**src/rtl/b64se_pkg.sv**
```systemverilog
// Shared types, constants and the sextet-to-ASCII mapping for the base64 stream encoder.
package b64se_pkg;

   localparam int BYTE_W       = 8;
   localparam int CHAR_W       = 7;
   localparam int SEXT_W       = 6;
   localparam int CARRY_W      = 4;
   localparam int MAX_CHARS    = 4;
   localparam int CIDX_W       = 2;
   localparam int QUEUE_DEPTH  = 2;

   localparam logic [CHAR_W-1:0] PAD_CHAR   = 7'd61;  // '='
   localparam logic [CHAR_W-1:0] UPPER_A    = 7'd65;  // 'A'
   localparam logic [CHAR_W-1:0] LOWER_OFS  = 7'd71;  // 'a' - 26
   localparam logic [CHAR_W-1:0] DIGIT_OFS  = 7'd4;   // 52 - '0'
   localparam logic [CHAR_W-1:0] PLUS_CHAR  = 7'd43;  // '+'
   localparam logic [CHAR_W-1:0] SLASH_CHAR = 7'd47;  // '/'

   // position within the three-byte group; the spare code behaves as the first
   typedef enum logic [1:0] {
      GRP_FIRST  = 2'd0,
      GRP_SECOND = 2'd1,
      GRP_THIRD  = 2'd2
   } grp_pos_type;

   // one encoded byte: up to four characters, index of the final one, end of message
   typedef struct packed {
      logic [MAX_CHARS-1:0][CHAR_W-1:0] chars;
      logic [CIDX_W-1:0]                last_idx;
      logic                             msg_last;
   } job_type;

   function automatic logic [CHAR_W-1:0] sextet_char(input logic [SEXT_W-1:0] s);
      logic [CHAR_W-1:0] s7;
      s7 = {1'b0, s};
      if (s < 6'd26)
         return UPPER_A + s7;
      else if (s < 6'd52)
         return LOWER_OFS + s7;
      else if (s < 6'd62)
         return s7 - DIGIT_OFS;
      else if (s == 6'd62)
         return PLUS_CHAR;
      else
         return SLASH_CHAR;
   endfunction

endpackage

```
**src/rtl/b64se_if.sv**
```systemverilog
// Valid/ready channel interfaces for raw bytes in and base64 characters out.
interface b64se_req_if;
   import b64se_pkg::*;
   logic              valid;
   logic              ready;
   logic [BYTE_W-1:0] data_byte;
   logic              last_byte;

   modport source (output valid, data_byte, last_byte, input ready);
   modport sink   (input valid, data_byte, last_byte, output ready);
endinterface

interface b64se_rsp_if;
   import b64se_pkg::*;
   logic              valid;
   logic              ready;
   logic [CHAR_W-1:0] char_code;
   logic              run_last;
   logic              message_end;

   modport source (output valid, char_code, run_last, message_end, input ready);
   modport sink   (input valid, char_code, run_last, message_end, output ready);
endinterface

```
**src/rtl/base64_stream_encoder_core.sv**
```systemverilog
// A byte accepted on req is written into the job queue; the back end then registers its
//   first character for rsp.
// Throughput: one character per cycle out of the back end while rsp is ready; a byte
//   makes as many characters as its job holds (1, 1, 2 mid-message, up to 4 on a final byte).
// req_ch.ready follows only the job queue fill, not the output stall.
// Reset (synchronous, active high) empties the queue and output register and restarts the group.
module base64_stream_encoder_core #(
   parameter int QUEUE_DEPTH = b64se_pkg::QUEUE_DEPTH
) (
   input  logic        clock,
   input  logic        reset,
   b64se_req_if.sink   req_ch,
   b64se_rsp_if.source rsp_ch
);
   import b64se_pkg::*;

   // front -> queue
   logic    push;
   job_type push_job;
   logic    full;

   // queue -> back
   logic    head_valid;
   job_type head_job;
   logic    pop;

   // front end: one beat per byte, sextets mapped to ASCII here
   b64se_front u_front (
      .clock (clock),
      .reset (reset),
      .req   (req_ch),
      .full  (full),
      .push  (push),
      .job   (push_job)
   );

   // decouples byte intake from character output
   b64se_queue #(
      .DEPTH (QUEUE_DEPTH)
   ) u_queue (
      .clock      (clock),
      .reset      (reset),
      .push       (push),
      .push_job   (push_job),
      .pop        (pop),
      .full       (full),
      .head_valid (head_valid),
      .head_job   (head_job)
   );

   // back end: serialises each job, one character beat per cycle while rsp is ready
   b64se_back u_back (
      .clock      (clock),
      .reset      (reset),
      .head_valid (head_valid),
      .head_job   (head_job),
      .pop        (pop),
      .rsp        (rsp_ch)
   );

endmodule

```
**src/rtl/b64se_front.sv**
```systemverilog
// Front end: takes byte beats, tracks the group position and builds one job per byte.
module b64se_front (
   input  logic              clock,
   input  logic              reset,
   b64se_req_if.sink         req,
   input  logic              full,
   output logic              push,
   output b64se_pkg::job_type job
);
   import b64se_pkg::*;

   grp_pos_type        grp_ff, grp_in;
   logic [CARRY_W-1:0] carry_ff, carry_in;
   logic [BYTE_W-1:0]  b;

   assign b         = req.data_byte;
   assign req.ready = !full;
   assign push      = req.valid && !full;

   always_comb begin
      job.chars    = {MAX_CHARS{PAD_CHAR}};
      job.msg_last = req.last_byte;
      unique case (grp_ff)
         GRP_SECOND: begin
            job.chars[0] = sextet_char({carry_ff[1:0], b[7:4]});
            job.chars[1] = sextet_char({b[3:0], 2'b00});
            job.last_idx = req.last_byte ? CIDX_W'(2) : CIDX_W'(0);
            grp_in       = GRP_THIRD;
            carry_in     = b[3:0];
         end
         GRP_THIRD: begin
            job.chars[0] = sextet_char({carry_ff, b[7:6]});
            job.chars[1] = sextet_char(b[5:0]);
            job.last_idx = CIDX_W'(1);
            grp_in       = GRP_FIRST;
            carry_in     = '0;
         end
         default: begin
            job.chars[0] = sextet_char(b[7:2]);
            job.chars[1] = sextet_char({b[1:0], 4'b0000});
            job.last_idx = req.last_byte ? CIDX_W'(3) : CIDX_W'(0);
            grp_in       = GRP_SECOND;
            carry_in     = {2'b00, b[1:0]};
         end
      endcase
      if (req.last_byte) begin
         grp_in   = GRP_FIRST;
         carry_in = '0;
      end
   end

   always_ff @(posedge clock) begin
      if (reset) begin
         grp_ff   <= GRP_FIRST;
         carry_ff <= '0;
      end else if (push) begin
         grp_ff   <= grp_in;
         carry_ff <= carry_in;
      end
   end

   // a closing byte always leaves the encoder at the start of a fresh group
   a_last_restarts: assert property (@(posedge clock) disable iff (reset)
      (push && req.last_byte) |=> (grp_ff == GRP_FIRST && carry_ff == '0))
      else $error("group state not cleared after final byte");

endmodule

```
**src/rtl/b64se_queue.sv**
```systemverilog
// Short job queue between the front and back ends.
module b64se_queue #(
   parameter int DEPTH = b64se_pkg::QUEUE_DEPTH
) (
   input  logic               clock,
   input  logic               reset,
   input  logic               push,
   input  b64se_pkg::job_type push_job,
   input  logic               pop,
   output logic               full,
   output logic               head_valid,
   output b64se_pkg::job_type head_job
);
   import b64se_pkg::*;

   localparam int PTR_W = (DEPTH > 1) ? $clog2(DEPTH) : 1;
   localparam int CNT_W = $clog2(DEPTH + 1);

   job_type            mem_ff [DEPTH];
   logic [PTR_W-1:0]   wr_ptr_ff, wr_ptr_in;
   logic [PTR_W-1:0]   rd_ptr_ff, rd_ptr_in;
   logic [CNT_W-1:0]   count_ff, count_in;

   assign full       = (count_ff == CNT_W'(DEPTH));
   assign head_valid = (count_ff != '0);
   assign head_job   = mem_ff[rd_ptr_ff];

   always_comb begin
      wr_ptr_in = wr_ptr_ff;
      rd_ptr_in = rd_ptr_ff;
      count_in  = count_ff;
      if (push)
         wr_ptr_in = (wr_ptr_ff == PTR_W'(DEPTH - 1)) ? '0 : wr_ptr_ff + 1'b1;
      if (pop)
         rd_ptr_in = (rd_ptr_ff == PTR_W'(DEPTH - 1)) ? '0 : rd_ptr_ff + 1'b1;
      if (push && !pop)
         count_in = count_ff + 1'b1;
      else if (pop && !push)
         count_in = count_ff - 1'b1;
   end

   always_ff @(posedge clock) begin
      if (reset) begin
         wr_ptr_ff <= '0;
         rd_ptr_ff <= '0;
         count_ff  <= '0;
      end else begin
         wr_ptr_ff <= wr_ptr_in;
         rd_ptr_ff <= rd_ptr_in;
         count_ff  <= count_in;
      end
   end

   always_ff @(posedge clock) begin
      if (push)
         mem_ff[wr_ptr_ff] <= push_job;
   end

   a_no_overflow: assert property (@(posedge clock) disable iff (reset)
      !(push && full))
      else $error("job queue written while full");
   a_no_underflow: assert property (@(posedge clock) disable iff (reset)
      !(pop && !head_valid))
      else $error("job queue read while empty");

endmodule

```
**src/rtl/b64se_back.sv**
```systemverilog
// Back end: walks the head job one character a cycle into the output register, while that register is empty or taken.
module b64se_back (
   input  logic               clock,
   input  logic               reset,
   input  logic               head_valid,
   input  b64se_pkg::job_type head_job,
   output logic               pop,
   b64se_rsp_if.source        rsp
);
   import b64se_pkg::*;

   logic [CIDX_W-1:0] idx_ff, idx_in;
   logic              rsp_valid_ff, rsp_valid_in;
   logic [CHAR_W-1:0] char_ff;
   logic              run_last_ff, msg_end_ff;
   logic              advance, emit, at_end;

   assign advance = !rsp_valid_ff || rsp.ready;
   assign emit    = advance && head_valid;
   assign at_end  = (idx_ff == head_job.last_idx);
   assign pop     = emit && at_end;

   always_comb begin
      rsp_valid_in = advance ? head_valid : rsp_valid_ff;
      idx_in       = idx_ff;
      if (emit)
         idx_in = at_end ? '0 : idx_ff + 1'b1;
   end

   always_ff @(posedge clock) begin
      if (reset) begin
         rsp_valid_ff <= 1'b0;
         idx_ff       <= '0;
      end else begin
         rsp_valid_ff <= rsp_valid_in;
         idx_ff       <= idx_in;
      end
   end

   always_ff @(posedge clock) begin
      if (emit) begin
         char_ff     <= head_job.chars[idx_ff];
         run_last_ff <= at_end;
         msg_end_ff  <= at_end && head_job.msg_last;
      end
   end

   assign rsp.valid       = rsp_valid_ff;
   assign rsp.char_code   = char_ff;
   assign rsp.run_last    = run_last_ff;
   assign rsp.message_end = msg_end_ff;

   // mid-job index only exists while that job still sits at the queue head
   a_idx_has_job: assert property (@(posedge clock) disable iff (reset)
      (idx_ff != '0) |-> head_valid)
      else $error("character index set with no job at queue head");
   a_end_is_run_last: assert property (@(posedge clock) disable iff (reset)
      rsp_valid_ff |-> (!msg_end_ff || run_last_ff))
      else $error("message end flagged on a non-final character");

endmodule
```
**src/flat_wrapper.sv**
```systemverilog
// flat-port wrapper written by rule: the top's interface ports become plain ports
module base64_stream_encoder_core_flat import b64se_pkg::*;
#(
   parameter int QUEUE_DEPTH = b64se_pkg::QUEUE_DEPTH
)
  (clock, reset, req_ch_valid, req_ch_data_byte, req_ch_last_byte, req_ch_ready, rsp_ch_valid, rsp_ch_char_code, rsp_ch_run_last, rsp_ch_message_end, rsp_ch_ready);
  b64se_req_if req_ch_i ();
  b64se_rsp_if rsp_ch_i ();
  input  logic clock;
  input  logic reset;
  input wire logic [$bits(req_ch_i.valid)-1:0] req_ch_valid;
  input wire logic [$bits(req_ch_i.data_byte)-1:0] req_ch_data_byte;
  input wire logic [$bits(req_ch_i.last_byte)-1:0] req_ch_last_byte;
  output wire logic [$bits(req_ch_i.ready)-1:0] req_ch_ready;
  output wire logic [$bits(rsp_ch_i.valid)-1:0] rsp_ch_valid;
  output wire logic [$bits(rsp_ch_i.char_code)-1:0] rsp_ch_char_code;
  output wire logic [$bits(rsp_ch_i.run_last)-1:0] rsp_ch_run_last;
  output wire logic [$bits(rsp_ch_i.message_end)-1:0] rsp_ch_message_end;
  input wire logic [$bits(rsp_ch_i.ready)-1:0] rsp_ch_ready;
  assign req_ch_i.valid = req_ch_valid;
  assign req_ch_i.data_byte = req_ch_data_byte;
  assign req_ch_i.last_byte = req_ch_last_byte;
  assign req_ch_ready = req_ch_i.ready;
  assign rsp_ch_valid = rsp_ch_i.valid;
  assign rsp_ch_char_code = rsp_ch_i.char_code;
  assign rsp_ch_run_last = rsp_ch_i.run_last;
  assign rsp_ch_message_end = rsp_ch_i.message_end;
  assign rsp_ch_i.ready = rsp_ch_ready;
  base64_stream_encoder_core #(.QUEUE_DEPTH(QUEUE_DEPTH)) u_core (.clock(clock), .reset(reset), .req_ch(req_ch_i), .rsp_ch(rsp_ch_i));
endmodule
```
**config.mk**
```make
export PLATFORM = sky130hd
export DESIGN_NAME = base64_stream_encoder_core_flat
export DESIGN_NICKNAME = d
export VERILOG_FILES = /design/src/rtl/b64se_pkg.sv /design/src/rtl/b64se_if.sv /design/src/rtl/base64_stream_encoder_core.sv /design/src/rtl/b64se_front.sv /design/src/rtl/b64se_queue.sv /design/src/rtl/b64se_back.sv /design/src/flat_wrapper.sv
export SDC_FILE = /design/constraint.sdc
export NUM_CORES = 1
export LEC_CHECK = 0
export BUFFER_PORTS_ARGS = -buffer_cell sky130_fd_sc_hd__buf_2
export CAP_MARGIN = 20
export CORE_AREA = 2 2 90 92
export CTS_CLUSTER_SIZE = 28
export DETAILED_ROUTE_END_ITERATION = 8
export DIE_AREA = 0 0 92 94
export PLACE_DENSITY = 0.75
export SETUP_SLACK_MARGIN = 0.5
export SYNTH_ARGS = -nofsm -noshare
export SYNTH_HDL_FRONTEND = slang
export SYNTH_SLANG_ARGS = --single-unit
```
**constraint.sdc**
```tcl
create_clock -name clock -period 2.2 [get_ports clock]
set_input_delay 0.22 -clock clock [delete_from_list [all_inputs] [get_ports clock]]
set_output_delay 0.22 -clock clock [all_outputs]
set_load 0.005 [all_outputs]
```
# Word level (Yosys, flattened, before mapping)
# Memory sizes are Yosys's and may differ from the RTL's. A register that Yosys moved wholly into a read port is not among the register bits.
# Cells that the tools add are included.
# Widths: inputs -> output; s select.
[totals] reg_bits=22 ram_bits=34 input_bits=13 out_inout_bits=11 wordCells=114 memories=1
[classes] addsub=23 order_cmp=19 n_eq_ne=8 mux=40 n_reduce_logical=13
[mem_list] name="u_core.u_queue.mem_ff" words=2 width=17 rd=1 rd_clocked_by_memory_dff=1 write_ports=1 line="b64se_queue.sv:19" rtl="job_type mem_ff [DEPTH];"
[ops] cell="$mux 7" n=19
[ops] cell="$add 7x6->7 const A" n=12
[ops] cell="$lt 6x6->1 const B" n=12
[ops] cell="$sub 6x3->7 const B" n=6
[ops] cell="$lt 6x5->1 const B" n=6
[ops] cell="$pmux 16 s2" n=1
[ops] cell="$eq 6x6->1 const B" n=4
[ops] cell="$bmux 7 s2" n=1
[ops] cell="$mux 2" n=6
[ops] cell="$mux 3" n=4
[ops] cell="$pmux 4 s2" n=1
[ops] cell="$logic_and 1x1->1" n=6
[ops] cell="$mux 1" n=6
[ops] cell="$add 2x1->2 const B" n=2
[ops] cell="$eq 2x2->1 const B" n=2
[ops] cell="$logic_not 1->1" n=4
[ops] cell="$mux 4" n=1
[ops] cell="$pmux 2 s2" n=1
[ops] cell="$reduce_bool 2->1" n=2
[ops] cell="$lt 2x3->1 const B" n=1
[ops] cell="$add 1x1->1 const B" n=2
[ops] cell="$eq 2x1->1 const B" n=1
[ops] cell="$eq 2x2->1" n=1
[ops] cell="$sub 2x1->2 const B" n=1
[ops] cell="$logic_or 1x1->1" n=1

# Depth between registers and ports, before layout
# Gate-level depths: netlist (run 1).
[depth] ltp_word=7 mapped_depth=12 mapped_depth_nobuf=10

# Cells and area by module
# From an unflattened synthesis (run 1), not the netlist that was laid out.
[hier_totals] cells_unflattened=501 area_unflattened_um2=5371.4
[by_module_without_submodules] mod="b64se_queue" n_inst=1 cells_each=118 area_each_um2=2436.1 seq_area_each_um2=1961.9
[by_module_without_submodules] mod="b64se_front" n_inst=1 cells_each=342 area_each_um2=2284.7 seq_area_each_um2=120.1
[by_module_without_submodules] mod="b64se_back" n_inst=1 cells_each=41 area_each_um2=650.6 seq_area_each_um2=330.3

# Least setup slack after synthesis (run 1)
# No wires, ideal clock.
[synth_path] kind="input -> register" start="input port req_ch_data_byte[1]" end="memory u_core.u_queue.mem_ff[0][14] in the netlist's numbering, data pin" setup_time_ns=0.265 arrival_ns=2.043 required_time_ns=1.935 path_slack_ns=-0.108 stages=12 n_path_buf=2 path_cell_list="clkbuf_8 -> inv_1 -> ha_1 -> nand2b_1 -> buf_6 -> xnor2_1 -> ha_1 -> o21bai_2 -> xor2_1 -> nor2_1 -> xnor2_1 -> a221o_1"
[synth_lines] element="start, declared" line="flat_wrapper.sv:12" rtl="input wire logic [$bits(req_ch_i.data_byte)-1:0] req_ch_data_byte;"
[synth_lines] element="end, declared" line="b64se_queue.sv:19"

==> results of run 1 <==
[metal layers]
| layer | global-route usage [%] | routed length (µm) | vias to the layer above |
|---|---|---|---|
| li1 | - | - | 1788 |
| met1 | 31.78 | 4620 | 1820 |
| met2 | 46.32 | 5788 | 185 |
| met3 | 4.013 | 746 | 38 |
| met4 | 10.20 | 354 | 0 |
| met5 | 0 | 0 | - |
[where the power goes]
part	switching, mW	leakage [nW]	total (mW)	internal, mW
combinational	0.858	1.39	1.65	0.793
sequential	0.133	0.516	1.62	1.49
clock	0.382	0.0945	0.895	0.513
total	1.37	2.00	4.17	2.79
[state kept, by name, indices dropped and copies added, names as in the netlist, named ones only]
register,cells
u_core.u_back.rsp.run_last,1
u_core.u_front.carry_ff,4
u_core.u_front.grp_ff,2
u_core.u_queue.wr_ptr_ff,1
u_core.u_back.idx_ff,2
u_core.u_queue.rd_ptr_ff,1
u_core.u_back.rsp.valid,1
u_core.u_queue.mem_ff,34
u_core.u_back.rsp.message_end,1
u_core.u_back.rsp.char_code,7
u_core.u_queue.count_ff,2
[how the worst max path moves through the flow]
stage                                from  cells after the start                      endpoint
2_1_floorplan         req_ch_data_byte[1]                     12  u_core.u_queue.mem_ff[0][14]
3_3_place_gp          req_ch_data_byte[7]                      7   u_core.u_queue.mem_ff[0][3]
3_5_place_dp          req_ch_data_byte[2]                     10  u_core.u_queue.mem_ff[1][13]
4_1_cts        u_core.u_front.carry_ff[0]                      8   u_core.u_queue.mem_ff[0][5]
5_1_grt        u_core.u_front.carry_ff[1]                      8   u_core.u_queue.mem_ff[0][5]
6_report       u_core.u_front.carry_ff[1]                      8   u_core.u_queue.mem_ff[0][5]
[metrics by stage]
step                worst slack (ps)  instances  util (%)
detailed placement          0.007327        574     60.94
floorplan                      55.36        447         -
CTS                            264.5        606     67.52
finish                         185.8        620     72.20
global route                   136.3        620     72.20
global placement               86.85        574     60.94
[cells by family after synthesis]
kind of cell    after synthesis
compound gates              130
flops                        57
mux                          11
simple gates                148
xor+xnor                     20
fa+ha+maj                    27
buf+inv                      54
[Yosys cell counts (2+ instances only)]
cell type  number  share of area (%)
edfxtp_1       43                 31
nor2_1         42                3.7
a21oi_1        35                4.2
nand2_1        28                2.5
ha_1           27                8.0
o21ai_0        20                2.4
inv_1          18                1.6
nor3_1         18                2.1
xnor2_1        15                3.1
dfxtp_1        14                6.7
nor2b_1        14                2.1
nand3_1        12                1.4
o21ai_1        10                1.2
buf_6           9                2.4
a211oi_1        8                1.4
buf_2           8               0.95
a22oi_1         7                1.2
mux4_2          7                3.7
clkbuf_1        6               0.53
nand2b_1        6               0.89
a21o_1          5               0.89
a221oi_1        5                1.0
or2_2           5               0.74
xor2_1          5                1.0
a21oi_2         4               0.83
a31oi_1         4               0.59
buf_4           4               0.71
inv_2           4               0.36
mux2i_1         4               0.95
nand4_1         3               0.45
nor3_2          3               0.71
o211ai_1        3               0.53
o311ai_1        3               0.62
a32oi_1         2               0.42
and2_1          2               0.30
clkbuf_2        2               0.24
nand3b_1        2               0.36
o2111ai_1       2               0.42
o22ai_1         2               0.30
o311ai_0        2               0.42
o31ai_1         2               0.36
or3_1           2               0.30
[worst register-to-register path, stage by stage, from the launching register on]
cell and delay [ps]:
dfxtp_4 410, inv_8 60, ha_4 160, inv_1 70, and3_1 330, nor2_2 70, a221oi_2 280, a21oi_2 80
o211ai_1 340
[area by class of cell]
class	instances	share of cell area (%)
sequential	57	28.84
tap	102	2.323
multi-input combinational	337	51.18
timing repair buffer	86	12.46
clock inverter	5	0.8884
clock buffer	11	2.392
inverter	22	1.913
[what timing repair did]
item | in CTS | in global routing
setup buffers | 15 | 14
endpoints found under the setup margin | 65 | 63
pin swaps | 19 | 31
gates cloned | 1 | 0
gates resized for setup | 47 | 60
==> summary.txt, run 1 <==
Status
  • Status: finished clean

Logic synthesis
  • Main synth FF type: edfxtp_1
  • Post-synth EDFFs: 43
  • Largest family of logic cells by synthesized area: compound AO/OA/AOI/OAI gates
  • Syn_area_per_cell: 9.427 µm²
  • Synth Area in Adders: 8.017%
  • Cell variety after synth: 72
  • Compound-Gate Fraction of Synth Area: 20.75%
  • Sequential area share after synthesis: 37.29%
  • Multiplexer share of the synthesized area: 4.691%
  • Syn Nets: 487
  • Yosys warning count: 0
  • Synthesized flop and latch total: 57
  • Post-Synth Simple-Gate Area: 17.70%
  • Mapped cell area: 0.004214 mm²
  • Async SR Flop Fraction: 0%
  • Mapped Cells: 447
  • Area share of xor/xnor cells in the synthesized design: 4.157%

Global route
  • Largest net degree at the start of global routing: 19
  • Grt total ovfl: 0
  • Vias in the first global route: 3557
  • First-pass GRT wire length: 17400 µm
  • Total track usage: 26.03%
  • Initial antenna violation count: 0

Route
  • Total Wirelength: 11510 µm
  • Routed Antenna Nets: 0
  • TritonRoute pass-1 iters: 5
  • DR DRC count: 0
  • Routed WL per cell: 18.57 µm
  • Via-per-instance ratio: 6.179
  • Iter 0 DRT Violations: 269
  • Via count: 3831

Die
  • Die area: 0.008648 mm²
  • Ports: 24
  • Die height: 94 µm
  • DIE WIDTH: 92 µm
  • Starting Density: 55.39%
  • Core area: 0.007607 mm²
  • Rows: 32

Clock network
  • CTS H-tree lvls: 3
  • Worst-path clk slew: 60 ps
  • Total CTS buffers: 9
  • CTS Hold Buffers Added: 0
  • Skew-Pair Late Insertion Delay: 330 ps
  • CTS tree: yes
  • Clock Sink Count: 57
  • Root Driver: clkbuf_8
  • CTS max path bufs: 2

Finish
  • Area of the multi-input gates: 0.002811 mm²
  • Final instance area: 0.005493 mm²
  • Layout filler cell count: 556
  • Reg area: 0.001584 mm²
  • Commonest non-fill, non-tap cell in the layout: buf_4
  • Area grow syn2layout: 30.34%
  • N_diodes: 0
  • Share of layout cells above drive strength 1: 39.00%
  • Nets: 553
  • Most frequent cells in the layout: buf_4 (53), edfxtp_1 (43), nor2_1 (39)

Critical path
  • Slowest CP cell: dfxtp_4
  • Worst path bufs/invs: 2
  • Crit path launch type: register
  • Worst path cell trace: inv_8, ha_4, inv_1, and3_1, nor2_2, a221oi_2, a21oi_2, o211ai_1
  • RR Startpoint: u_core.u_front.carry_ff[1]
  • CP max FO: 7
  • Critical path's top delay family: compound AO/OA/AOI/OAI gates
  • Worst reg2reg setup slack: 190 ps
  • Reg-to-reg critical path endpoint: u_core.u_queue.mem_ff[0][5]
  • Crit path DAT: 2130 ps
  • Crit. End Element: register
  • Crit path largest cell delay: 410 ps
  • Worst endpoint required time: 2310 ps
  • WS Path Type: reg2reg
  • R2R depth: 8

Timing
  • RSZ-0062 raised after global routing: yes
  • Slew Viols, Final: 0
  • Worst slew margin: 67.78%
  • Fmax: 496.5 MHz
  • Setup-failing EPs final: 0
  • Total Neg Setup Slack: 0 ps
  • Worst Clk Skew: 7.783 ps
  • Worst Max-Slew Pin Slew: 482.2 ps
  • Hold Vio Cnt, Final: 0
  • Min Hold Slack: 193.5 ps
  • Minimum clock period: 2014 ps
  • Tcrit/Tclk final: 91.55%

Power and ir drop
  • Lkg Pwr: 2.003 nW
  • Maximum vdd drop: 0.3886 mV
  • Tot Pwr: 4.166 mW
  • Pwr dens: 758.5 mW/mm²

Place
  • GP Congestion: 0.9769
  • Detailed placer's ending HPWL: 7735 µm
  • Post-place instance area: 0.004636 mm²
  • I/O Buffers: 23

Worst hold path
  • Hold Path Depth: 1
  • HP Start: req_ch_last_byte
  • Hold worst-path end: u_core.u_queue.mem_ff[1][0]
  • Hold WC Path Type: in2reg

Job
  • Max-Cap Viols: 0
Note: power is estimated with default switching activity, not from simulation.
==> inputs of run 2 (changes only) <==
- BUFFER_PORTS_ARGS: -buffer_cell sky130_fd_sc_hd__buf_2 -> not set
- CORE_AREA: 2 2 90 92 -> 2 2 89 91
- DIE_AREA: 0 0 92 94 -> 0 0 91 93
- DONT_BUFFER_PORTS: not set -> 1
- PLACE_DENSITY: 0.75 -> 0.74
==> run 2 against run 1 <==
Effect of this change:
- core utilization decreased by 3.3 points
- critical path depth increased by 1
- sequential share of layout area increased by 1.7 points
- final cell count decreased by 7.1%
- flip-flop and latch count unchanged
- critical path type unchanged
- clock skew decreased by 2.8 ps
- power increased by 1.6%
- combinational power decreased by 12%
- sequential power about the same
- routed wire length increased by 1.0%
==> summary.txt, run 2 (synthesized netlist as in run 1, its figures left out) <==
Die
  • Die height: 93 µm (-1.1%)
  • Starting Density: 55.98% (+0.59 points)
  • Rows: 32 (unchanged)
  • Die area: 0.008463 mm² (-2.1%)
  • Core area: 0.007527 mm² (-1.1%)
  • Ports: 24 (unchanged)
  • DIE WIDTH: 91 µm (-1.1%)

Route
  • Via-per-instance ratio: 6.490 (+5.0%)
  • Total Wirelength: 11630 µm (+1.0%)
  • Via count: 3738 (-2.4%)
  • Iter 0 DRT Violations: 272 (+1.1%)
  • TritonRoute pass-1 iters: 5 (unchanged)
  • Routed Antenna Nets: 0 (unchanged)
  • DR DRC count: 0 (unchanged)
  • Routed WL per cell: 20.19 µm (+8.7%)

Status
  • Status: finished clean

Place
  • Detailed placer's ending HPWL: 7410 µm (-4.2%)
  • GP Congestion: 0.9629 (-1.4%)
  • I/O Buffers: 0 (-100%)

Timing
  • Setup-failing EPs final: 0 (unchanged)
  • Minimum clock period: 1925 ps (-89.56 ps)
  • Slew Viols, Final: 0 (unchanged)
  • Fmax: 519.6 MHz (+4.7%)
  • RSZ-0062 raised after global routing: yes
  • Tcrit/Tclk final: 87.48% (-4.1 points)
  • Worst Clk Skew: 5.006 ps (-2.777 ps)
  • Worst Max-Slew Pin Slew: 610.7 ps (+128.5 ps)
  • Total Neg Setup Slack: 0 ps (unchanged)
  • Hold Vio Cnt, Final: 0 (unchanged)
  • Worst slew margin: 59.15% (-8.6 points)

Clock network
  • Total CTS buffers: 9 (unchanged)
  • CTS tree: yes
  • Root Driver: clkbuf_8
  • CTS H-tree lvls: 3 (unchanged)
  • Worst-path clk slew: 60 ps (about the same)
  • CTS max path bufs: 2 (unchanged)
  • Skew-Pair Late Insertion Delay: 330 ps (about the same)
  • Clock Sink Count: 57 (unchanged)

Worst hold path
  • Hold Path Depth: 2 (+1)
  • Hold worst-path end: u_core.u_front.carry_ff[0]
  • Hold WC Path Type: in2reg
  • HP Start: req_ch_data_byte[0]

Power and ir drop
  • Pwr dens: 816.7 mW/mm² (+7.7%)
  • Lkg Pwr: 1.821 nW (-9.1%)
  • Maximum vdd drop: 0.3934 mV (+1.2%)

Finish
  • Final core occ: 68.87% (-3.3 points)
  • Area grow syn2layout: 23.01%
  • Share of layout cells above drive strength 1: 32.70% (-6.3 points)
  • Area of the multi-input gates: 0.002755 mm² (-2.0%)
  • Top reg by flops: u_core.u_queue.mem_ff
  • Reg area: 0.001584 mm² (unchanged)
  • Commonest non-fill, non-tap cell in the layout: edfxtp_1
  • N_diodes: 0 (unchanged)
  • Most frequent cells in the layout: edfxtp_1 (43), nor2_1 (39), buf_4 (32)
  • Max reg flops: 34 (unchanged)
  • Layout filler cell count: 602 (+8.3%)
  • Nets: 509 (-8.0%)

Global route
  • Initial antenna violation count: 0 (unchanged)
  • Grt total ovfl: 0 (unchanged)
  • Largest net degree at the start of global routing: 23 (+4)
  • Vias in the first global route: 3406 (-4.2%)
  • First-pass GRT wire length: 18030 µm (+3.6%)
  • Total track usage: 27.20% (+1.2 points)

Critical path
  • CP max FO: 5 (-2)
  • Crit path DAT: 2080 ps (-50 ps)
  • WS Path Type: reg2reg
  • Reg-to-reg critical path endpoint: u_core.u_queue.mem_ff[0][6]
  • Crit path largest cell delay: 440 ps (+30 ps)
  • Worst endpoint required time: 2350 ps (+40 ps)
  • Slowest CP cell: dfxtp_4
  • Crit. End Element: register
  • Crit path launch type: register
  • R2R depth: 9 (+1)
  • Worst reg2reg setup slack: 280 ps (+90 ps)
  • RR Startpoint: u_core.u_front.carry_ff[0]
  • Worst path cell trace: inv_6, ha_4, a21o_1, a21oi_4, buf_4, nor2_1, o21ai_0, a311oi_2, a21oi_2

Job
  • Max-Cap Viols: 0 (unchanged)
[run 2: final cells by class]
class / instances / area share (%)
repair buffers: 42 / 7.265
clock inverters: 6 / 2.052
well taps: 102 / 2.462
inverters: 22 / 2.052
multi-input cells: 337 / 53.15
flip-flops and latches: 57 / 30.56
clock buffers: 10 / 2.462
[run 2: worst max-delay path, delay by kind of cell (launching register included)]
kind,cells,cell delay [ps]
AOI/OAI and AO/OA,5,890
adders and majority gates,1,160
buffers and inverters,2,220
DFF,1,440
and+or+nand+nor,1,30
[run 2: per-layer routing]
metal	track usage [%]	part of all wire, %
met1	35.06	39
met2	45.62	50
met3	4.835	8.2
met4	10.98	3.7
met5	0	0
[run 2: worst max path at each step]
stage,start,to,slack [ps],depth (start not counted)
6_report,u_core.u_front.carry_ff[0],u_core.u_queue.mem_ff[0][6],280,9
4_1_cts,u_core.u_front.carry_ff[1],u_core.u_queue.mem_ff[0][6],320,8
5_1_grt,u_core.u_front.carry_ff[0],u_core.u_queue.mem_ff[1][5],240,9
3_5_place_dp,req_ch_data_byte[2],u_core.u_queue.mem_ff[1][14],130,9
3_3_place_gp,u_core.u_front.carry_ff[0],u_core.u_queue.mem_ff[0][6],140,7
2_1_floorplan,req_ch_data_byte[1],u_core.u_queue.mem_ff[0][14],60,12
[run 2: timing repair]
item                                   CTS  global route
endpoints found under the hold margin   16             0
setup endpoints to repair               27            50
resized for setup                       51            24
gates cloned                             1             0
buffers inserted                        14            11
pin swaps                               23            15
hold buffers                             2             0
[run 2: report_power, final]
group          internal (mW)  switching [mW]
combinational          0.687           0.760
sequential              1.49           0.151
clock                  0.746           0.399
[run 2: metrics by stage]
stage	hold slack [ps]	worst slack (ps)	instances	power (mW)	instance area, µm²
floorplan	289.1	55.36	447	2.568	4423
global placement	289.8	142.3	532	2.753	4390
detailed placement	292.9	134.5	532	2.813	4390
CTS	30.38	324.5	565	4.135	4980
global route	53.80	235.2	576	4.436	5184
finish	48.77	275.4	576	4.234	5184
